File: config.mk
export PLATFORM = sky130hd
export DESIGN_NAME = packed_video_word_to_rgb888
export DESIGN_NICKNAME = d
export VERILOG_FILES = /design/src/rtl/pvwrgb_pkg.sv /design/src/rtl/pvwrgb_scale.sv /design/src/rtl/pvwrgb_lane.sv /design/src/rtl/packed_video_word_to_rgb888.sv
export SDC_FILE = /design/constraint.sdc
export NUM_CORES = 1
export LEC_CHECK = 0
export ABC_CLOCK_PERIOD_IN_PS = 22000
export BUFFER_PORTS_ARGS = -buffer_cell sky130_fd_sc_hd__buf_2
export CORE_MARGIN = 1.5
export CORE_UTILIZATION = 65
export DETAILED_ROUTE_END_ITERATION = 8
export PLACE_DENSITY = 0.84
export SKIP_LAST_GASP = 1
export SLEW_MARGIN = 20
export SYNTH_ARGS = -nofsm -noshare
export SYNTH_HDL_FRONTEND = slang
export SYNTH_SLANG_ARGS = --single-unit
File: constraint.sdc
create_clock -name aclk -period 22 [get_ports aclk]
set_input_delay 2.2 -clock aclk [delete_from_list [all_inputs] [get_ports aclk]]
set_output_delay 2.2 -clock aclk [all_outputs]
set_load 0.02 [all_outputs]
File: src/rtl/pvwrgb_pkg.sv
// Shared widths, field layout and pixel type for the packed video word converter.
package pvwrgb_pkg;

    localparam int WORD_W   = 64;
    localparam int COMP_W   = 10;
    localparam int PIX_W    = 8;
    localparam int NUM_COMP = 6;

    // Component slots within the packed word.
    localparam int SLOT_Y0 = 0;
    localparam int SLOT_U  = 1;
    localparam int SLOT_Y1 = 2;
    localparam int SLOT_V  = 3;

    // Source format select.
    localparam logic MODE_YUV422 = 1'b0;
    localparam logic MODE_RGB    = 1'b1;

    typedef logic [PIX_W-1:0] comp_t;

    typedef struct packed {
        comp_t red;
        comp_t green;
        comp_t blue;
    } rgb_t;

    // One lane's source components.
    typedef struct packed {
        logic  src_mode;
        rgb_t  direct;
        comp_t luma;
        comp_t cb;
        comp_t cr;
    } lane_in_t;

endpackage

File: src/rtl/pvwrgb_scale.sv
// 10-bit to 8-bit component scaler: floor(x*255/1023) without a divider.
module pvwrgb_scale (
    input  logic [pvwrgb_pkg::COMP_W-1:0] comp_in,
    output pvwrgb_pkg::comp_t             comp_out
);
    import pvwrgb_pkg::*;

    logic [17:0] prod;
    logic [7:0]  quot_lo;
    logic [17:0] rem;

    // x*255 = (x << 8) - x; n/1024 is at most one below n/1023.
    assign prod    = {comp_in, 8'b0} - 18'(comp_in);
    assign quot_lo = prod[17:10];
    assign rem     = prod - {quot_lo, 10'b0} + 18'(quot_lo);
    assign comp_out = quot_lo + 8'(rem >= 18'd1023);

endmodule

File: src/rtl/pvwrgb_lane.sv
// One pixel lane: BT.601 integer YCbCr to RGB with clamp, or direct RGB.
module pvwrgb_lane (
    input  pvwrgb_pkg::lane_in_t lane_in,
    output pvwrgb_pkg::rgb_t     pix_out
);
    import pvwrgb_pkg::*;

    logic signed [9:0]  c_term;
    logic signed [8:0]  d_term;
    logic signed [8:0]  e_term;
    logic signed [19:0] luma_p;
    logic signed [19:0] sum_r;
    logic signed [19:0] sum_g;
    logic signed [19:0] sum_b;

    function automatic comp_t clamp8(input logic signed [19:0] sum);
        logic signed [11:0] q;
        q = sum[19:8];  // arithmetic >> 8
        if (q < 12'sd0)
            clamp8 = '0;
        else if (q > 12'sd255)
            clamp8 = 8'd255;
        else
            clamp8 = q[7:0];
    endfunction

    assign c_term = $signed({2'b00, lane_in.luma}) - 10'sd16;
    assign d_term = $signed({1'b0, lane_in.cb}) - 9'sd128;
    assign e_term = $signed({1'b0, lane_in.cr}) - 9'sd128;

    assign luma_p = 20'(c_term) * 20'sd298 + 20'sd128;
    assign sum_r  = luma_p + 20'(e_term) * 20'sd409;
    assign sum_g  = luma_p - 20'(d_term) * 20'sd100 - 20'(e_term) * 20'sd208;
    assign sum_b  = luma_p + 20'(d_term) * 20'sd516;

    always_comb begin
        if (lane_in.src_mode == MODE_RGB) begin
            pix_out = lane_in.direct;
        end else begin
            pix_out.red   = clamp8(sum_r);
            pix_out.green = clamp8(sum_g);
            pix_out.blue  = clamp8(sum_b);
        end
    end

endmodule

File: src/rtl/packed_video_word_to_rgb888.sv
// Top level: packed two-pixel video word to two RGB888 pixels.
// Input channel s_valid/s_ready carries one 64-bit packed word per item;
// result channel m_valid/m_ready carries two RGB888 pixels per word.
// The cfg_valid/cfg_ready channel writes the one mode bit (1 = packed
// 10-bit RGB, 0 = packed 10-bit YUV422); cfg_ready is always high and the
// bit is to be written only while no word is in flight.
// Six scaler lanes bring every 10-bit component to 8 bits into a stage
// register; two pixel lanes then convert in parallel, sharing Cb and Cr,
// and the merge stage packs both pixels into the output register.
// An accepted word goes to the stage register, then to the output register.
// Throughput is one word per cycle while m_ready is high: both stages move.
// When the receiver stalls, the output register holds its word and the
// scaler stage still takes one more word; s_ready drops once both are full.
// Synchronous active-low reset empties both stages and clears the mode to
// YUV422; no word is lost or duplicated across stalls.
module packed_video_word_to_rgb888 (
    input  logic                          aclk,
    input  logic                          aresetn,
    input  logic                          cfg_valid,
    output logic                          cfg_ready,
    input  logic                          cfg_rgb_passthrough_mode,
    input  logic                          s_valid,
    output logic                          s_ready,
    input  logic [pvwrgb_pkg::WORD_W-1:0] s_packed_word,
    output logic                          m_valid,
    input  logic                          m_ready,
    output pvwrgb_pkg::comp_t             m_red_first,
    output pvwrgb_pkg::comp_t             m_green_first,
    output pvwrgb_pkg::comp_t             m_blue_first,
    output pvwrgb_pkg::comp_t             m_red_second,
    output pvwrgb_pkg::comp_t             m_green_second,
    output pvwrgb_pkg::comp_t             m_blue_second
);
    import pvwrgb_pkg::*;

    logic     mode_reg;
    logic     s1_valid_reg;
    logic     out_valid_reg;
    comp_t    scaled_next [NUM_COMP];
    comp_t    scaled_reg  [NUM_COMP];
    rgb_t     pix0_out;
    rgb_t     pix1_out;
    rgb_t     pix0_reg;
    rgb_t     pix1_reg;
    lane_in_t lane0_in;
    lane_in_t lane1_in;
    logic     load_out;
    logic     load_s1;

    assign cfg_ready = 1'b1;

    always_ff @(posedge aclk) begin
        if (!aresetn)
            mode_reg <= MODE_YUV422;
        else if (cfg_valid)
            mode_reg <= cfg_rgb_passthrough_mode;
    end

    // Scaler lanes, one per 10-bit slot.
    for (genvar k = 0; k < NUM_COMP; k++) begin : g_scale
        pvwrgb_scale u_scale (
            .comp_in  (s_packed_word[k*COMP_W +: COMP_W]),
            .comp_out (scaled_next[k])
        );
    end

    assign load_out = s1_valid_reg && (!out_valid_reg || m_ready);
    assign load_s1  = !s1_valid_reg || load_out;
    assign s_ready  = load_s1;

    always_ff @(posedge aclk) begin
        if (!aresetn) begin
            s1_valid_reg  <= 1'b0;
            out_valid_reg <= 1'b0;
        end else begin
            if (load_s1)
                s1_valid_reg <= s_valid;
            if (load_out)
                out_valid_reg <= 1'b1;
            else if (m_ready)
                out_valid_reg <= 1'b0;
        end
    end

    always_ff @(posedge aclk) begin
        if (load_s1 && s_valid)
            scaled_reg <= scaled_next;
        if (load_out) begin
            pix0_reg <= pix0_out;
            pix1_reg <= pix1_out;
        end
    end

    // Both pixel lanes share Cb/Cr; direct RGB uses slots 0..2 and 3..5.
    assign lane0_in = '{src_mode: mode_reg,
                        direct:   '{red: scaled_reg[0], green: scaled_reg[1],
                                    blue: scaled_reg[2]},
                        luma:     scaled_reg[SLOT_Y0],
                        cb:       scaled_reg[SLOT_U],
                        cr:       scaled_reg[SLOT_V]};
    assign lane1_in = '{src_mode: mode_reg,
                        direct:   '{red: scaled_reg[3], green: scaled_reg[4],
                                    blue: scaled_reg[5]},
                        luma:     scaled_reg[SLOT_Y1],
                        cb:       scaled_reg[SLOT_U],
                        cr:       scaled_reg[SLOT_V]};

    pvwrgb_lane u_lane0 (
        .lane_in (lane0_in),
        .pix_out (pix0_out)
    );

    pvwrgb_lane u_lane1 (
        .lane_in (lane1_in),
        .pix_out (pix1_out)
    );

    assign m_valid        = out_valid_reg;
    assign m_red_first    = pix0_reg.red;
    assign m_green_first  = pix0_reg.green;
    assign m_blue_first   = pix0_reg.blue;
    assign m_red_second   = pix1_reg.red;
    assign m_green_second = pix1_reg.green;
    assign m_blue_second  = pix1_reg.blue;

endmodule

Word level (Yosys, flattened, before mapping)

Cells that the tools add are included.

Add/sub/neg operators: 38
Multiply operators: 6
Order comparisons: 18
Muxes and demuxes: 16
Reduce and logical (&&, ||, !) cells: 7

Operators with widths:

| operator              | number |
|---|---|
| $add 18x8->18         | 6 |
| $ge 18x10->1 const B  | 6 |
| $sub 18x10->18        | 6 |
| $sub 18x18->18        | 6 |
| $mux 8                | 12 |
| $add 20x20->20        | 4 |
| $sub 20x20->20        | 4 |
| $gt 12x9->1 const B   | 6 |
| $lt 12x1->1 const B   | 6 |
| $mul 9x9->18 const B  | 3 |
| $add 8x1->8           | 6 |
| $mux 24               | 2 |
| $add 20x9->20 const B | 2 |
| $mul 9x10->19 const B | 1 |
| $sub 8x5->9 const B   | 2 |
| $sub 8x8->9 const B   | 2 |
| $mul 9x6->15 const B  | 1 |
| $mul 9x5->14 const B  | 1 |
| $logic_and 1x1->1     | 2 |
| $logic_not 1->1       | 2 |
| $logic_or 1x1->1      | 2 |
| $mux 1                | 2 |
| $reduce_bool 2->1     | 1 |

Register bits: 99
Output and inout port bits: 51
Word-level logic and storage cells: 100

Longest topological paths before layout

Depth in word-level cells: 9
Gate-level depth with buffers: 31

By module

From an unflattened synthesis, not the netlist that was laid out.

Cells, all modules: 2803
Area, all modules: 24524.8 um^2

Modules (own cells, without submodules):

| module                      | instances | cells an instance | area an instance (um^2) | sequential area each (um^2) |
|---|---|---|---|---|
| pvwrgb_lane (u_lane0)       | 1         | 916               | 7526.0                  | 0.0 |
| pvwrgb_lane (u_lane1)       | 1         | 859               | 7313.3                  | 0.0 |
| pvwrgb_scale                | 6         | 153               | 1108.6                  | 0.0 |
| packed_video_word_to_rgb888 | 1         | 110               | 3034.2                  | 2942.8 |

Worst setup path before layout

No wires, ideal clock.

Kind: reg-to-reg
Start: register scaled_reg, in the netlist lane0_in[28]
End: register pix1_reg, in the netlist m_green_second[0] (data pin)
Arrival: 7050 ps
Setup slack: 14648 ps
Cell stages (with the launch flop): 24
Buffers on the path: 0
Cells stage by stage: edfxtp_1 -> inv_1 -> ha_1 -> nor3b_2 -> ha_1 -> ha_1 -> inv_1 -> fa_1 -> inv_1 -> fa_1 -> ha_1 -> a21oi_1 -> o21ai_2 -> a211oi_1 -> xor2_1 -> or3_4 -> nor4_1 -> xor2_1 -> fa_1 -> ha_1 -> xor2_1 -> or4_1 -> a211oi_1 -> a221oi_1

RTL lines:

| what                     | RTL line                          | source |
|---|---|---|
| start: declaration       | packed_video_word_to_rgb888.sv:40 | `comp_t scaled_reg [NUM_COMP];` |
| start signal: assignment | packed_video_word_to_rgb888.sv:87 | `scaled_reg <= scaled_next;` |
| end signal: assignment   | packed_video_word_to_rgb888.sv:90 | `pix1_reg <= pix1_out;` |
| end: declaration         | packed_video_word_to_rgb888.sv:44 | `rgb_t pix1_reg;` |

==> impl_metrics.env <==
export IMPL_crit_path_start_kind="flop"
export IMPL_ioPinCount=121
export IMPL_final_common_cell="inv_1"
export IMPL_min_period_ps=8690
export IMPL_layout_common_cells="inv_1, ha_1, xnor2_1, nor2_1, xor2_1"
export IMPL_required_ps=22070
export IMPL_diodes=0
export IMPL_dieArea_um2=32400
export IMPL_drive_gt1_share_pct=7.20
export IMPL_setup_viol=0
export IMPL_synthMuxAreaShare_pct=0.485
export IMPL_crit_buf_inv=3
export IMPL_die_x_um=180
export IMPL_grt_pass1_wl_um=82000
export IMPL_synthAdderAreaFrac_pct=35.5
export IMPL_area_growth_pct=6.26
export IMPL_drtIter0Drc=1090
export IMPL_crit_fanout=11
export IMPL_drv_slew=0
export IMPL_grt_total_usage_pct=31.3
export IMPL_cp_cell_sequence="inv_1 -> ha_1 -> nor3b_2 -> ha_1 -> ha_1 -> inv_1 -> fa_1 -> inv_1 -> fa_1 -> ha_1 -> a21oi_1 -> o21ai_2 -> a211oi_1 -> xor2_1 -> or3_4 -> nor4_1 -> xor2_1 -> fa_1 -> ha_1 -> xor2_1 -> or4_1 -> a211oi_1 -> a221oi_1"
export IMPL_yosys_warnings=0
export IMPL_synth_compound_area_share_pct=14.5
export IMPL_cts_resized=0
export IMPL_fmax_mhz=115
export IMPL_fin_crit_sh_pct=39.5
export IMPL_rsz0062_at_grt="no"
export IMPL_dp_hpwl_um=41800
export IMPL_yosys_area_share_xor_xnor_pct=14.1
export IMPL_synth_top_family_by_area="adder cells"
export IMPL_crit_path_end_kind="flop"
export IMPL_hp_class="flop to flop"
export IMPL_synth_cell_area_um2=20400
export IMPL_cp_common_cell="ha_1"
export IMPL_dr_pass1_iters=9
export IMPL_failed_checks="design-rule violations"
export IMPL_insertion_delay_ps=400
export IMPL_dp_cells=2851
export IMPL_cpPeakStageDelay_ps=790
export IMPL_via_per_inst=5.96
export IMPL_cts_root_buf="clkbuf_16"
export IMPL_rows=64
export IMPL_maxCapViolCount=0
export IMPL_synthSimpleGateAreaFrac_pct=12.1
export IMPL_cts_tree="yes"
export IMPL_wl_per_cell_um=17.3
export IMPL_ctsHoldBuffers=0
export IMPL_clock_path_buffers=2
export IMPL_worst_pin_slew_ps=1240
export IMPL_synth_cells=2366
export IMPL_cp_slowest_cell="a211oi_1"
export IMPL_synth_area_per_cell_um2=8.61
export IMPL_core_area_um2=30700
export IMPL_place_gp_congestion=1.01
export IMPL_synth_distinct_cells=85
export IMPL_post_cts_buffers=0
export IMPL_synthFlopType="edfxtp_1"
export IMPL_htreeDepth=3
export IMPL_cts_num_sinks=99
export IMPL_num_vias=17100
export IMPL_cts_made_buffers=9
export IMPL_synth_edf_count=96
export IMPL_path_clk_slew_ps=70
export IMPL_largest_reg_flops=32
export IMPL_async_flop_share_pct=0
export IMPL_finClkSkew_ps=20.2
export IMPL_setup_tns_final_ps=0
export IMPL_antenna_found_initial=1
export IMPL_die_height_um=180
export IMPL_slew_headroom_pct=17.0
export IMPL_fin_nets=3065
export IMPL_hold_violations=0
export IMPL_seq_area_frac_synth_pct=14.5
export IMPL_grt_ovfl_total=0
export IMPL_critPathTopFamily="adder cells"
export IMPL_first_global_vias=17196
export IMPL_portBuffers=115
export IMPL_path_class="flop to flop"
export IMPL_ys_ff_latch=99
export IMPL_critPathArrivalTime_ps=8770
export IMPL_grt_max_degree=63
export IMPL_start_util_pct=66.2
export IMPL_synth_fp_nets=2965
export IMPL_instances_no_fill=2867
export IMPL_ant_nets=0
export IMPL_routed_wl_um=49700
export IMPL_status="finished, violations left"
export IMPL_drc=6
[kinds of logic after synthesis]
group,Yosys count
AO/OA/AOI/OAI,429
buffers and inverters,478
flip-flops,99
adder cells (fa/ha/maj),530
AND/OR/NAND/NOR,498
other,1
XOR/XNOR,322
multiplexers,9
[worst paths after layout]
kind | cells past startpoint | from | slack (ps) | to
worst max-delay path | 23 | lane0_in[28] | 13310 | m_green_second[1]
worst max register to register | 23 | lane0_in[28] | 13310 | m_green_second[1]
worst min register to register | 1 | s1_valid_reg | 530 | m_valid
worst min-delay path | 1 | s1_valid_reg | 530 | m_valid
[stage by stage]
step	cell area [um^2]	utilization (%)	hold WS, ps	setup slack [ps]
5_1_grt	21600	70.4	557	12800
3_3_place_gp	21300	69.4	501	13690
3_5_place_dp	21300	69.4	503	13410
4_1_cts	21600	70.4	533	13400
2_1_floorplan	20400	-	477	14650
6_report	21600	70.4	531	13310
[area by class of cell]
cell class              instances  area (um^2)
repair buffers                117          591
fillers                      2347         9110
clock inverters                 7         60.1
clock buffers                   9          225
flip-flops and latches         99         2940
multi-input cells            1789        15600
well taps                     396          495
inverters                     450         1690
[worst reg2reg max path: cells and delay by family, from the launching register on]
kind,cells,cell delay (ps)
adder cells (fa/ha/maj),8,3150
AND/OR/NAND/NOR,4,1860
AO/OA/AOI/OAI,5,1680
XOR/XNOR,3,880
flip-flops,1,410
buffers and inverters,3,400
[synthesized netlist by cell type (all sizes together) (38+ instances only)]
library cell / n / area share (%)
a21oi: 129 / 3.2
nand3: 38 / 1.0
inv: 450 / 8.3
o21ai: 72 / 1.8
xnor2: 185 / 8.0
nor2: 134 / 2.5
edfxtp: 96 / 14
fa: 80 / 7.9
xor2: 136 / 6.0
nand2: 105 / 1.9
a21o: 43 / 1.6
nor3: 62 / 1.5
ha: 449 / 28
[per-layer routing]
layer	GRT usage (%)	wire length [um]	up-vias
met2	52.8	23200	604
met3	5.11	3360	150
met4	18.7	2960	2
li1	-	-	8281
met5	0	12	-
met1	37.8	20200	8063
Power is left out: the tool's default activity adds up to more than one toggle a clock period on the data nets, which glitch-free logic cannot reach.
